==> config.mk <==
export PLATFORM = sky130hd
export DESIGN_NAME = gregorian_date_difference_core_flat
export DESIGN_NICKNAME = d
export VERILOG_FILES = /design/src/sv/gdd_pkg.sv /design/src/sv/gdd_req_if.sv /design/src/sv/gdd_rsp_if.sv /design/src/sv/gdd_lane.sv /design/src/sv/gdd_merge.sv /design/src/sv/gregorian_date_difference_core.sv /design/src/flat_wrapper.sv
export SDC_FILE = /design/constraint.sdc
export NUM_CORES = 2
export LEC_CHECK = 0
export ABC_AREA = 0
export BUFFER_PORTS_ARGS = -buffer_cell sky130_fd_sc_hd__buf_2
export CORE_MARGIN = 2
export CORE_UTILIZATION = 55
export CTS_CLUSTER_DIAMETER = 100
export CTS_CLUSTER_SIZE = 12
export DETAILED_ROUTE_END_ITERATION = 10
export PLACE_DENSITY = 0.71
export SLEW_MARGIN = 20
export SYNTH_ARGS = -nofsm -noshare
export SYNTH_HDL_FRONTEND = slang
export SYNTH_SLANG_ARGS = --single-unit
==> constraint.sdc <==
create_clock -name clk_i -period 13.2 [get_ports clk_i]
set_clock_uncertainty 0.15 [all_clocks]
set_input_delay 1.32 -clock clk_i [delete_from_list [all_inputs] [get_ports clk_i]]
set_output_delay 1.32 -clock clk_i [all_outputs]
set_load 0.05 [all_outputs]
==> src/sv/gdd_pkg.sv <==
`timescale 1ns / 1ps

package gdd_pkg;

  // Field widths of the request and the response.
  localparam int DayW    = 5;
  localparam int MonthW  = 4;
  localparam int YearW   = 14;
  localparam int StatusW = 2;
  localparam int DiffW   = 22;

  // A day number for any 14-bit year stays below 2^23.
  localparam int DayNumW = 23;

  // Highest year that counts as valid.
  localparam int MaxYear = 9999;

  // Division by 100 as a multiplication by a scaled reciprocal. The quotient is
  // exact for every dividend below 43690, so it covers the whole year field.
  localparam int            RecipShift = 19;
  localparam int            RecipW     = 13;
  localparam logic [12:0]   Recip100   = 13'd5243;
  localparam int            ProdW      = YearW + RecipW;
  localparam int            QuotW      = ProdW - RecipShift;

  localparam int DaysPerYear = 365;
  localparam int MonthsPerYr = 12;

  typedef enum logic [StatusW-1:0] {
    STATUS_OK         = 2'd0,
    STATUS_FIRST_BAD  = 2'd1,
    STATUS_SECOND_BAD = 2'd2,
    STATUS_REVERSED   = 2'd3
  } gdd_status_e;

  // Pipeline control that the merge stage needs from the top level.
  typedef struct packed {
    logic advance;
    logic last_vld;
  } gdd_ctrl_t;

  // What one lane hands to the merge stage.
  typedef struct packed {
    logic               date_ok;
    logic [DayNumW-1:0] day_num;
  } gdd_lane_t;

  function automatic logic [DayW-1:0] month_days(input logic [MonthW-1:0] month,
                                                  input logic leap);
    logic [DayW-1:0] len;
    case (month)
      4'd2:                      len = leap ? 5'd29 : 5'd28;
      4'd4, 4'd6, 4'd9, 4'd11:   len = 5'd30;
      default:                   len = 5'd31;
    endcase
    return len;
  endfunction

  // Days in the months of a common year that come before the given month.
  function automatic logic [8:0] days_before(input logic [MonthW-1:0] month);
    logic [8:0] days;
    case (month)
      4'd1:    days = 9'd0;
      4'd2:    days = 9'd31;
      4'd3:    days = 9'd59;
      4'd4:    days = 9'd90;
      4'd5:    days = 9'd120;
      4'd6:    days = 9'd151;
      4'd7:    days = 9'd181;
      4'd8:    days = 9'd212;
      4'd9:    days = 9'd243;
      4'd10:   days = 9'd273;
      4'd11:   days = 9'd304;
      4'd12:   days = 9'd334;
      default: days = 9'd0;
    endcase
    return days;
  endfunction

endpackage

==> src/sv/gdd_req_if.sv <==
`timescale 1ns / 1ps

interface gdd_req_if import gdd_pkg::*; ();
  logic              valid;
  logic              ready;
  logic [DayW-1:0]   first_day;
  logic [MonthW-1:0] first_month;
  logic [YearW-1:0]  first_year;
  logic [DayW-1:0]   second_day;
  logic [MonthW-1:0] second_month;
  logic [YearW-1:0]  second_year;

  modport source (
    output valid, first_day, first_month, first_year,
           second_day, second_month, second_year,
    input  ready
  );

  modport sink (
    input  valid, first_day, first_month, first_year,
           second_day, second_month, second_year,
    output ready
  );
endinterface

==> src/sv/gdd_rsp_if.sv <==
`timescale 1ns / 1ps

interface gdd_rsp_if import gdd_pkg::*; ();
  logic               valid;
  logic               ready;
  logic [StatusW-1:0] status;
  logic [DiffW-1:0]   day_difference;

  modport source (
    output valid, status, day_difference,
    input  ready
  );

  modport sink (
    input  valid, status, day_difference,
    output ready
  );
endinterface

==> src/sv/gdd_lane.sv <==
`timescale 1ns / 1ps

module gdd_lane import gdd_pkg::*; (
  input  logic              clk_i,
  input  logic              advance_i,
  input  logic [DayW-1:0]   day_i,
  input  logic [MonthW-1:0] month_i,
  input  logic [YearW-1:0]  year_i,
  output gdd_lane_t         res_o
);

  // Stage 1: the three constant products.
  logic [YearW-1:0]   year_m1;
  logic [ProdW-1:0]   yq_prod_d;
  logic [ProdW-1:0]   pq_prod_d;
  logic [DayNumW-1:0] p365_d;

  logic [DayW-1:0]    s1_day_q;
  logic [MonthW-1:0]  s1_month_q;
  logic [YearW-1:0]   s1_year_q;
  logic [ProdW-1:0]   s1_yq_prod_q;
  logic [ProdW-1:0]   s1_pq_prod_q;
  logic [DayNumW-1:0] s1_p365_q;

  assign year_m1   = year_i - YearW'(1);
  assign yq_prod_d = ProdW'(year_i) * ProdW'(Recip100);
  assign pq_prod_d = ProdW'(year_m1) * ProdW'(Recip100);
  assign p365_d    = DayNumW'(year_m1) * DayNumW'(DaysPerYear);

  always_ff @(posedge clk_i) begin
    if (advance_i) begin
      s1_day_q     <= day_i;
      s1_month_q   <= month_i;
      s1_year_q    <= year_i;
      s1_yq_prod_q <= yq_prod_d;
      s1_pq_prod_q <= pq_prod_d;
      s1_p365_q    <= p365_d;
    end
  end

  // Stage 2: leap year, validity and the day count of the elapsed years.
  logic [QuotW-1:0]   yq;
  logic [QuotW-1:0]   pq;
  logic [YearW-1:0]   yq_x100;
  logic [YearW-1:0]   s1_year_m1;
  logic               div_by_100;
  logic               leap_d;
  logic               ok_d;
  logic [DayNumW-1:0] base_d;

  logic [DayNumW-1:0] s2_base_q;
  logic [MonthW-1:0]  s2_month_q;
  logic [DayW-1:0]    s2_day_q;
  logic               s2_leap_q;
  logic               s2_ok_q;

  assign yq         = s1_yq_prod_q[RecipShift +: QuotW];
  assign pq         = s1_pq_prod_q[RecipShift +: QuotW];
  assign yq_x100    = YearW'(yq) * YearW'(100);
  assign div_by_100 = (yq_x100 == s1_year_q);
  assign s1_year_m1 = s1_year_q - YearW'(1);

  // A year divisible by 100 is a leap year only when its century count is
  // itself divisible by four.
  assign leap_d = ((s1_year_q[1:0] == 2'd0) && !div_by_100) ||
                  (div_by_100 && (yq[1:0] == 2'd0));

  assign ok_d = (s1_month_q >= MonthW'(1)) && (s1_month_q <= MonthW'(MonthsPerYr)) &&
                (s1_year_q  >= YearW'(1))  && (s1_year_q  <= YearW'(MaxYear)) &&
                (s1_day_q   >= DayW'(1))   &&
                (s1_day_q   <= month_days(s1_month_q, leap_d));

  assign base_d = s1_p365_q + DayNumW'(s1_year_m1 >> 2) - DayNumW'(pq) +
                  DayNumW'(pq >> 2);

  always_ff @(posedge clk_i) begin
    if (advance_i) begin
      s2_base_q  <= base_d;
      s2_month_q <= s1_month_q;
      s2_day_q   <= s1_day_q;
      s2_leap_q  <= leap_d;
      s2_ok_q    <= ok_d;
    end
  end

  // Stage 3: add the elapsed months, the leap day and the day of the month.
  logic      leap_add;
  gdd_lane_t res_d;
  gdd_lane_t res_q;

  assign leap_add        = s2_leap_q && (s2_month_q > MonthW'(2));
  assign res_d.date_ok   = s2_ok_q;
  assign res_d.day_num   = s2_base_q + DayNumW'(days_before(s2_month_q)) +
                           DayNumW'(leap_add) + DayNumW'(s2_day_q);

  always_ff @(posedge clk_i) begin
    if (advance_i) begin
      res_q <= res_d;
    end
  end

  assign res_o = res_q;

endmodule

==> src/sv/gdd_merge.sv <==
`timescale 1ns / 1ps

module gdd_merge import gdd_pkg::*; (
  input  logic             clk_i,
  input  logic             rst_ni,
  input  gdd_ctrl_t        ctrl_i,
  input  gdd_lane_t        first_i,
  input  gdd_lane_t        second_i,
  output logic             vld_o,
  output gdd_status_e      status_o,
  output logic [DiffW-1:0] diff_o
);

  gdd_status_e      status_d;
  gdd_status_e      status_q;
  logic [DiffW-1:0] diff_d;
  logic [DiffW-1:0] diff_q;
  logic             vld_q;
  logic [DayNumW-1:0] span;

  assign span = second_i.day_num - first_i.day_num;

  // The first invalid date wins over everything else.
  always_comb begin
    diff_d = '0;
    if (!first_i.date_ok) begin
      status_d = STATUS_FIRST_BAD;
    end else if (!second_i.date_ok) begin
      status_d = STATUS_SECOND_BAD;
    end else if (second_i.day_num < first_i.day_num) begin
      status_d = STATUS_REVERSED;
    end else begin
      status_d = STATUS_OK;
      diff_d   = span[DiffW-1:0];
    end
  end

  always_ff @(posedge clk_i or negedge rst_ni) begin
    if (!rst_ni) begin
      vld_q <= 1'b0;
    end else if (ctrl_i.advance) begin
      vld_q <= ctrl_i.last_vld;
    end
  end

  always_ff @(posedge clk_i) begin
    if (ctrl_i.advance) begin
      status_q <= status_d;
      diff_q   <= diff_d;
    end
  end

  assign vld_o    = vld_q;
  assign status_o = status_q;
  assign diff_o   = diff_q;

endmodule

==> src/sv/gregorian_date_difference_core.sv <==
`timescale 1ns / 1ps

// Day count between two Gregorian dates.
// A request on req_i carries two dates (day, month, year). The response on
// rsp_o carries a status and the number of days from the first date to the
// second. Status is OK when both dates are valid and the second is not
// earlier; otherwise it names the first invalid date or a reversed order,
// and the day difference is zero. Valid years run from 1 to 9999.
// Two identical lanes turn the two dates into day numbers in closed form,
// and a merge stage compares and subtracts them.
// A request passes through three lane stages and then one output register.
// Throughput is one request per cycle while the receiver does not stall,
// since every stage is a plain register stage.
// Reset empties the pipeline; req_i.ready is high right after reset.
// When the receiver stalls, the whole pipeline holds; up to four requests
// sit in flight, and req_i.ready stays high while the output register is
// empty or is being taken.
module gregorian_date_difference_core import gdd_pkg::*; (
  input  logic      clk_i,
  input  logic      rst_ni,
  gdd_req_if.sink   req_i,
  gdd_rsp_if.source rsp_o
);

  // The pipeline moves as one: every stage advances unless the output
  // register holds a response that is not being taken.
  logic        out_vld;
  logic        advance;
  logic [2:0]  vld_q;
  logic [2:0]  vld_d;
  gdd_ctrl_t   ctrl;
  gdd_lane_t   first_res;
  gdd_lane_t   second_res;
  gdd_status_e status;
  logic [DiffW-1:0] diff;

  assign advance     = !out_vld || rsp_o.ready;
  assign req_i.ready = advance;

  assign vld_d = {vld_q[1:0], req_i.valid};

  always_ff @(posedge clk_i or negedge rst_ni) begin
    if (!rst_ni) begin
      vld_q <= '0;
    end else if (advance) begin
      vld_q <= vld_d;
    end
  end

  assign ctrl.advance  = advance;
  assign ctrl.last_vld = vld_q[2];

  // One lane for each date of the request.
  gdd_lane u_lane_first (
    .clk_i     (clk_i),
    .advance_i (advance),
    .day_i     (req_i.first_day),
    .month_i   (req_i.first_month),
    .year_i    (req_i.first_year),
    .res_o     (first_res)
  );

  gdd_lane u_lane_second (
    .clk_i     (clk_i),
    .advance_i (advance),
    .day_i     (req_i.second_day),
    .month_i   (req_i.second_month),
    .year_i    (req_i.second_year),
    .res_o     (second_res)
  );

  // The merge stage holds the output register.
  gdd_merge u_merge (
    .clk_i    (clk_i),
    .rst_ni   (rst_ni),
    .ctrl_i   (ctrl),
    .first_i  (first_res),
    .second_i (second_res),
    .vld_o    (out_vld),
    .status_o (status),
    .diff_o   (diff)
  );

  assign rsp_o.valid          = out_vld;
  assign rsp_o.status         = status;
  assign rsp_o.day_difference = diff;

`ifndef SYNTHESIS
  // An accepted request enters the first lane stage.
  assert property (@(posedge clk_i) disable iff (!rst_ni)
    (req_i.valid && req_i.ready) |=> vld_q[0])
    else $error("accepted request did not enter the pipeline");

  // A stall freezes every stage.
  assert property (@(posedge clk_i) disable iff (!rst_ni)
    !advance |=> (vld_q == $past(vld_q)))
    else $error("pipeline moved during a stall");

  // A request leaving the last lane stage lands in the output register.
  assert property (@(posedge clk_i) disable iff (!rst_ni)
    (advance && vld_q[2]) |=> rsp_o.valid)
    else $error("request lost between lanes and output register");

  // Error responses carry no day count.
  assert property (@(posedge clk_i) disable iff (!rst_ni)
    (rsp_o.valid && (rsp_o.status != STATUS_OK)) |-> (rsp_o.day_difference == '0))
    else $error("nonzero day difference with an error status");
`endif

endmodule
==> src/flat_wrapper.sv <==
// flat-port wrapper written by rule: the top's interface ports become plain ports
module gregorian_date_difference_core_flat import gdd_pkg::*;
  (clk_i, rst_ni, req_i_valid, req_i_first_day, req_i_first_month, req_i_first_year, req_i_second_day, req_i_second_month, req_i_second_year, req_i_ready, rsp_o_valid, rsp_o_status, rsp_o_day_difference, rsp_o_ready);
  gdd_req_if req_i_i ();
  gdd_rsp_if rsp_o_i ();
  input  logic clk_i;
  input  logic rst_ni;
  input wire logic [$bits(req_i_i.valid)-1:0] req_i_valid;
  input wire logic [$bits(req_i_i.first_day)-1:0] req_i_first_day;
  input wire logic [$bits(req_i_i.first_month)-1:0] req_i_first_month;
  input wire logic [$bits(req_i_i.first_year)-1:0] req_i_first_year;
  input wire logic [$bits(req_i_i.second_day)-1:0] req_i_second_day;
  input wire logic [$bits(req_i_i.second_month)-1:0] req_i_second_month;
  input wire logic [$bits(req_i_i.second_year)-1:0] req_i_second_year;
  output wire logic [$bits(req_i_i.ready)-1:0] req_i_ready;
  output wire logic [$bits(rsp_o_i.valid)-1:0] rsp_o_valid;
  output wire logic [$bits(rsp_o_i.status)-1:0] rsp_o_status;
  output wire logic [$bits(rsp_o_i.day_difference)-1:0] rsp_o_day_difference;
  input wire logic [$bits(rsp_o_i.ready)-1:0] rsp_o_ready;
  assign req_i_i.valid = req_i_valid;
  assign req_i_i.first_day = req_i_first_day;
  assign req_i_i.first_month = req_i_first_month;
  assign req_i_i.first_year = req_i_first_year;
  assign req_i_i.second_day = req_i_second_day;
  assign req_i_i.second_month = req_i_second_month;
  assign req_i_i.second_year = req_i_second_year;
  assign req_i_ready = req_i_i.ready;
  assign rsp_o_valid = rsp_o_i.valid;
  assign rsp_o_status = rsp_o_i.status;
  assign rsp_o_day_difference = rsp_o_i.day_difference;
  assign rsp_o_i.ready = rsp_o_ready;
  gregorian_date_difference_core u_core (.clk_i(clk_i), .rst_ni(rst_ni), .req_i(req_i_i), .rsp_o(rsp_o_i));
endmodule
Word level (Yosys, flattened, before mapping)
Memory sizes are Yosys's and may differ from the RTL's. A register that Yosys moved wholly into a read port is not among the register bits. Cells that the tools add are included.

Bits in read-only memories: 288. Bits in registers: 344. Output and inout port bits: 26. Input port bits: 50. Memories kept: 2.

Memory list: (no name shown) (words 16, width 9, rd ports 1, clocked after memory_dff 1, wr ports 0, RTL line gdd_pkg.sv:62) `case (month)`; (no name shown) (words 16, width 9, rd ports 1, clocked after memory_dff 1, wr ports 0, RTL line gdd_pkg.sv:62).

Muxes and demuxes: 8. Eq/ne operators: 12. $add $sub $neg: 17. Reduce and logical (&&, ||, !) cells: 29. Magnitude comparators: 15. Bitwise logic cells: 2. Multipliers: 8.

Operators by type and width (count): $mul A14 B13 Y27 const B (4); $sub A14 B1 Y14 const B (4); $add A23 B1 Y23 (2); $add A23 B12 Y23 (2); $add A23 B5 Y23 (2); $add A23 B6 Y23 (2); $add A23 B9 Y23 (2); $mul A14 B9 Y23 const B (2); $sub A23 B8 Y23 (2); $eq A14 B14 Y1 (2); $ge A14 B1 Y1 const B (2); $le A14 B14 Y1 const B (2); $mul A8 B5 Y12 const B (2); $lt A23 B23 Y1 (1); $sub A22 B22 Y22 (1); $eq A4 B3 Y1 const B (4); $eq A4 B4 Y1 const B (4); $logic_and A1 B1 Y1 (16); $ge A5 B1 Y1 const B (2); $le A5 B5 Y1 (2); $eq A4 B2 Y1 const B (2); $ge A4 B1 Y1 const B (2); $gt A4 B2 Y1 const B (2); $le A4 B4 Y1 const B (2); 10 further kinds (23).

Longest topological paths before layout
Word-level depth: 9. Gate-level depth with buffers: 29.

Cells and area by module
A second synthesis with hierarchy kept.

Cells, all modules: 3424. Area, all modules: 35663.0 sq um.

Modules (own cells, without submodules): gdd_lane at u_core.u_lane_first (times used 1, area each 16659.7 sq um, sequential area each 3783.6 sq um, cells each 1581); gdd_lane at u_core.u_lane_second (times used 1, area each 16612.2 sq um, sequential area each 3783.6 sq um, cells each 1580); gdd_merge (times used 1, area each 2257.2 sq um, sequential area each 745.7 sq um, cells each 256); gregorian_date_difference_core (times used 1, area each 133.9 sq um, sequential area each 75.1 sq um, cells each 7).

Worst setup path after synthesis
No wires, ideal clock.

Path type: input port to flip-flop. Start: in rsp_o_ready. End: reg (tool-made name). Setup slack: 0.472 ns. Setup time: 0.145 ns. Data arrival time: 12.432 ns. Stages on the path: 7. Buffers on the path: 2. Cell sequence: nand2b_1 clkbuf_1 buf_1 mux2i_1 ha_1 o21ai_0 mux2i_1.

RTL lines: from (decl) (RTL line flat_wrapper.sv:19) `input wire logic [$bits(rsp_o_i.ready)-1:0] rsp_o_ready;`.

Worst setup path in the final report
Start: in req_i_first_year[2]. End: reg u_core.u_lane_first.s1_pq_prod_q[26], data pin.

Cells in the longest elaborated chain, start to end: 2.

RTL lines: from (decl) (RTL line flat_wrapper.sv:11) `input wire logic [$bits(req_i_i.first_year)-1:0] req_i_first_year;`; $sub A14 B1 Y14 (RTL line gdd_lane.sv:25) `assign year_m1 = year_i - YearW'(1);`; $mul A14 B13 Y27 (RTL line gdd_lane.sv:27) `assign pq_prod_d = ProdW'(year_m1) * ProdW'(Recip100);`; named net u_core.u_lane_first.pq_prod_d[26] (RTL line gdd_lane.sv:15) `logic [ProdW-1:0] pq_prod_d;`; to (signal assigned) (RTL line gdd_lane.sv:36) `s1_pq_prod_q <= pq_prod_d;`; to (decl) (RTL line gdd_lane.sv:22) `logic [ProdW-1:0] s1_pq_prod_q;`.

The timed path passes the listed nets, and every way through them passes these cells. A chain may end at the register's enable or synchronous reset.

==> impl_results.html <==
<table>
<tr><th>Metric</th><th>Value</th></tr>
<tr><th colspan="2">Run status</th></tr>
<tr><td>Result of the run</td><td>complete, no violations</td></tr>
<tr><th colspan="2">CTS</th></tr>
<tr><td>CTS Buffer Depth</td><td>3</td></tr>
<tr><td>Clk Tree Root Cell</td><td>sky130_fd_sc_hd__clkbuf_16</td></tr>
<tr><td>TritonCTS clock tree</td><td>yes</td></tr>
<tr><td>Clock transition at the register clock pins on the worst setup and hold paths after CTS</td><td>0.06 ns</td></tr>
<tr><td>Post-CTS repair timing setup buffer count</td><td>0</td></tr>
<tr><td>CTS hold repair buffers</td><td>0</td></tr>
<tr><td>Post-CTS Resized</td><td>0</td></tr>
<tr><td>Clock sink count</td><td>286</td></tr>
<tr><td>Maximum level of the CTS H-tree</td><td>1</td></tr>
<tr><td>Total clock buffers created by CTS</td><td>29</td></tr>
<tr><td>Clock latency reported for the late side of the worst-skew pair</td><td>0.60 ns</td></tr>
<tr><th colspan="2">Cells and area</th></tr>
<tr><td>Synth-to-layout area growth</td><td>6.63%</td></tr>
<tr><td>Filler Cells Inserted</td><td>5325</td></tr>
<tr><td>Antenna diodes</td><td>0</td></tr>
<tr><td>Fraction of layout cells with a size suffix above 1</td><td>4.42%</td></tr>
<tr><td>Fin nets</td><td>4561</td></tr>
<tr><th colspan="2">Floorplan</th></tr>
<tr><td>Standard cell core area</td><td>63000 um^2</td></tr>
<tr><td>Std-Cell Rows</td><td>92</td></tr>
<tr><td>Die area</td><td>65700 um^2</td></tr>
<tr><td>Height of the die</td><td>256 um</td></tr>
<tr><td>Number of top-level design ports</td><td>76</td></tr>
<tr><td>Initial cell density of the core</td><td>55.6%</td></tr>
<tr><td>Die boundary width</td><td>256 um</td></tr>
<tr><th colspan="2">GRT</th></tr>
<tr><td>Initial antenna violation count</td><td>1</td></tr>
<tr><td>Global-route wire length before repair</td><td>115000 um</td></tr>
<tr><td>Overall global routing resource usage</td><td>21.8%</td></tr>
<tr><td>Via count of the first global-routing pass</td><td>22500</td></tr>
<tr><td>Maximum number of pins on one net before global-route repair</td><td>132</td></tr>
<tr><td>Grt ovf</td><td>0</td></tr>
<tr><th colspan="2">Worst setup path</th></tr>
<tr><td>Arr. time, crit path</td><td>8.50 ns</td></tr>
<tr><td>Data required, critical path</td><td>13.40 ns</td></tr>
<tr><td>Crit Path Category</td><td>in -&gt; reg</td></tr>
<tr><td>Maximum net fanout on the critical path</td><td>7</td></tr>
<tr><td>Nature of the critical path endpoint</td><td>register</td></tr>
<tr><td>Sort of element at the start of the critical path</td><td>primary input</td></tr>
<tr><th colspan="2">Synth</th></tr>
<tr><td>Mapped Avg Cell Area</td><td>10.5 um^2</td></tr>
<tr><td>Synth area leaders</td><td>sky130_fd_sc_hd__ha_1 (25%), sky130_fd_sc_hd__edfxtp_1 (23%), sky130_fd_sc_hd__fa_1 (21%)</td></tr>
<tr><td>Synth unique cells</td><td>76</td></tr>
<tr><td>Proportion of synthesized chip area in sequential cells</td><td>24.0%</td></tr>
<tr><td>Most common flop cell mapped by yosys</td><td>sky130_fd_sc_hd__edfxtp_1</td></tr>
<tr><td>Count of yosys warnings during synthesis</td><td>0</td></tr>
<tr><td>Area share of the largest cell type after synthesis</td><td>24.9%</td></tr>
<tr><td>Synthesized Nets</td><td>4456</td></tr>
<tr><td>Synthesized area</td><td>35000 um^2</td></tr>
<tr><td>Count of state elements after synthesis</td><td>286</td></tr>
<tr><td>Post-synth ARST share</td><td>1.40%</td></tr>
<tr><td>Most frequently used cell type in the post-synthesis netlist</td><td>sky130_fd_sc_hd__inv_1</td></tr>
<tr><td>Top post-synthesis cells by count</td><td>sky130_fd_sc_hd__inv_1 (854), sky130_fd_sc_hd__ha_1 (696), sky130_fd_sc_hd__fa_1 (373)</td></tr>
<tr><td>Count of mapped cells out of synthesis</td><td>3337</td></tr>
<tr><td>Number of enable flip-flop cells after synthesis</td><td>264</td></tr>
<tr><td>Top cell type by total area after synthesis</td><td>sky130_fd_sc_hd__ha_1</td></tr>
<tr><th colspan="2">STA</th></tr>
<tr><td>Final Hold Violating Endpoints</td><td>0</td></tr>
<tr><td>Final setup violation count</td><td>0</td></tr>
<tr><td>Relative slew slack</td><td>39.4%</td></tr>
<tr><td>Max Clock Freq</td><td>120 MHz</td></tr>
<tr><td>Tcrit/Tclk final</td><td>62.9%</td></tr>
<tr><td>RSZ-0062 raised after global routing</td><td>no</td></tr>
<tr><td>Total Neg Setup Slack</td><td>0 ns</td></tr>
<tr><td>Transition time of the tightest slew-check pin</td><td>0.886 ns</td></tr>
<tr><td>Final Slew Violations</td><td>0</td></tr>
<tr><td>Time the final worst path needs with I/O delays and setup</td><td>8.30 ns</td></tr>
<tr><th colspan="2">Route</th></tr>
<tr><td>Routed wire length per instance</td><td>16.0 um</td></tr>
<tr><td>Detailed-routed wire length on met3</td><td>3280 um</td></tr>
<tr><td>Number of antenna-violating nets in the routed design</td><td>0</td></tr>
<tr><td>Routed WL</td><td>68900 um</td></tr>
<tr><td>Number of vias per cell after detailed routing</td><td>5.14</td></tr>
<tr><td>Residual DRC count</td><td>0</td></tr>
<tr><td>Number of DRC markers in iteration 0</td><td>1319</td></tr>
<tr><td>Detailed-routed wire length on met2</td><td>30200 um</td></tr>
<tr><td>Number of search-and-repair iterations in the first detailed-routing pass</td><td>5</td></tr>
<tr><td>Top routing layer in use</td><td>met4</td></tr>
<tr><td>DR vias</td><td>22100</td></tr>
<tr><td>Metal-1 WL</td><td>33900 um</td></tr>
<tr><th colspan="2">Placed design</th></tr>
<tr><td>Buffers added on ports</td><td>75</td></tr>
<tr><td>Post-DP HPWL</td><td>59300 um</td></tr>
<tr><td>Final weighted congestion of routability-driven global placement</td><td>0.934</td></tr>
<tr><th colspan="2">Worst hold path</th></tr>
<tr><td>Classification of the worst-slack hold path</td><td>reg -&gt; reg</td></tr>
<tr><th colspan="2">Job</th></tr>
<tr><td>Total of max-cap violations</td><td>0</td></tr>
</table>
==> sequential cells by signal (all words and copies together) (netlist names), 2 cells and up, named ones only <==
name	flops
u_core.vld_q	3
u_core.u_merge.diff_o	22
u_core.u_lane_second.s1_year_q	14
u_core.u_lane_first.s1_pq_prod_q	9
u_core.u_lane_first.s1_month_q	4
u_core.u_lane_second.s2_day_q	5
u_core.u_lane_second.s1_pq_prod_q	9
u_core.u_lane_first.s2_day_q	5
u_core.u_lane_second.s1_month_q	4
u_core.u_lane_first.res_o	24
u_core.u_lane_second.s1_p365_q	22
u_core.u_merge.status_o	2
u_core.u_lane_first.s2_base_q	23
u_core.u_lane_second.res_o	24
u_core.u_lane_first.s1_yq_prod_q	8
u_core.u_lane_second.s1_day_q	5
u_core.u_lane_second.s2_month_q	4
u_core.u_lane_first.s1_year_q	14
u_core.u_lane_first.s1_p365_q	22
u_core.u_lane_first.s2_month_q	4
u_core.u_lane_first.s1_day_q	5
u_core.u_lane_second.s2_base_q	23
u_core.u_lane_second.s1_yq_prod_q	8
==> routing by layer <==
metal / vias to the layer above / track usage [%]
met5: - / 0
met4: 0 / 4.89
met3: 86 / 3.07
met2: 396 / 34.1
met1: 10600 / 32.2
li1: 11100 / -
==> placed cells by master (no fill, tap or decap), types with 9 or more instances in the layout <==
cell	netlist	layout
sky130_fd_sc_hd__a211oi_1	11	11
sky130_fd_sc_hd__a21boi_0	10	10
sky130_fd_sc_hd__a21o_1	55	55
sky130_fd_sc_hd__a21oi_1	122	122
sky130_fd_sc_hd__a31oi_1	9	9
sky130_fd_sc_hd__and3_1	15	15
sky130_fd_sc_hd__buf_2	2	75
sky130_fd_sc_hd__clkbuf_1	5	20
sky130_fd_sc_hd__clkbuf_16	0	29
sky130_fd_sc_hd__dfxtp_1	18	18
sky130_fd_sc_hd__edfxtp_1	264	264
sky130_fd_sc_hd__fa_1	373	373
sky130_fd_sc_hd__ha_1	696	696
sky130_fd_sc_hd__inv_1	854	854
sky130_fd_sc_hd__mux2i_1	10	10
sky130_fd_sc_hd__nand2_1	105	105
sky130_fd_sc_hd__nand2b_1	25	24
sky130_fd_sc_hd__nand3_1	43	43
sky130_fd_sc_hd__nand4_1	16	16
sky130_fd_sc_hd__nor2_1	121	121
sky130_fd_sc_hd__nor2b_1	29	29
sky130_fd_sc_hd__nor3_1	22	22
sky130_fd_sc_hd__nor4_1	11	11
sky130_fd_sc_hd__o211ai_1	12	12
sky130_fd_sc_hd__o21a_1	28	28
sky130_fd_sc_hd__o21ai_0	83	83
sky130_fd_sc_hd__o21bai_1	16	16
sky130_fd_sc_hd__or3_1	11	11
sky130_fd_sc_hd__xnor2_1	167	167
sky130_fd_sc_hd__xor2_1	77	77
==> kinds of logic after synthesis <==
family | after synthesis | synth area share, %
multiplexers | 15 | 0.447
buffers and inverters | 864 | 9.29
AND/OR/NAND/NOR | 434 | 6.11
AO/OA/AOI/OAI | 424 | 7.89
XOR/XNOR | 244 | 6.10
adder cells (fa/ha/maj) | 1070 | 46.2
flip-flops | 286 | 24.0
==> final timing paths <==
path | startpoint | to | slack (ns) | cells after the start
worst max register to register | u_core.u_lane_first.s1_year_q[1] | u_core.u_lane_first.s2_base_q[22] | 7.96 | 20
worst min-delay path | u_core.u_lane_first.s2_ok_q | u_core.u_lane_first.res_o[23] | 0.27 | 0
worst max-delay path | req_i_first_year[2] | u_core.u_lane_first.s1_pq_prod_q[26] | 4.90 | 27
max in group asynchronous | rst_ni | u_core.vld_q[1] | 12.40 | 1
worst min register to register | u_core.u_lane_first.s2_ok_q | u_core.u_lane_first.res_o[23] | 0.27 | 0
min in group asynchronous | rst_ni | u_core.u_merge.vld_o | 0.38 | 1
==> cell type report <==
type / instances / area [um^2] / share of cell area, %
tap: 846 / 1060 / 2.83
timing repair buffer: 83 / 448 / 1.20
inverter: 855 / 3210 / 8.59
clock inverter: 5 / 52.6 / 0.141
clock buffer: 49 / 801 / 2.14
sequential: 286 / 8390 / 22.5
multi-input combinational: 2187 / 23400 / 62.6
==> worst max-delay path, stage by stage <==
cell and delay (ns):
sky130_fd_sc_hd__buf_2 0.19, sky130_fd_sc_hd__inv_1 0.18, sky130_fd_sc_hd__ha_1 0.21, sky130_fd_sc_hd__a21boi_0 0.28, sky130_fd_sc_hd__o21ai_0 0.18, sky130_fd_sc_hd__nand2_1 0.10
sky130_fd_sc_hd__nand2_1 0.08, sky130_fd_sc_hd__a21boi_0 0.41, sky130_fd_sc_hd__nand2_1 0.13, sky130_fd_sc_hd__xnor2_1 0.56, sky130_fd_sc_hd__ha_1 0.44, sky130_fd_sc_hd__fa_1 0.63
sky130_fd_sc_hd__fa_1 0.46, sky130_fd_sc_hd__fa_1 0.55, sky130_fd_sc_hd__inv_1 0.05, sky130_fd_sc_hd__fa_1 0.47, sky130_fd_sc_hd__inv_1 0.04, sky130_fd_sc_hd__ha_1 0.29
sky130_fd_sc_hd__a211oi_1 0.21, sky130_fd_sc_hd__o21ai_0 0.16, sky130_fd_sc_hd__a21oi_1 0.23, sky130_fd_sc_hd__a31oi_1 0.25, sky130_fd_sc_hd__o211ai_1 0.27, sky130_fd_sc_hd__a21oi_1 0.12
sky130_fd_sc_hd__or3_1 0.39, sky130_fd_sc_hd__a21oi_1 0.20, sky130_fd_sc_hd__xnor2_1 0.09
==> metrics by stage <==
step | setup slack [ns] | util [%] | cell area [um^2] | hold slack, ns | instances
finish | 4.90 | 59.3 | 37300 | 0.268 | 4311
detailed placement | 4.37 | 58.0 | 36500 | 0.255 | 4257
floorplan | 0.472 | - | 35000 | 0.250 | 3337
CTS | 4.98 | 59.3 | 37300 | 0.264 | 4311
global placement | 4.53 | 58.0 | 36500 | 0.257 | 4257
global route | 4.25 | 59.3 | 37300 | 0.290 | 4311
Power is left out: the tool's default activity adds up to more than one toggle a clock period on the data nets, which glitch-free logic cannot reach.
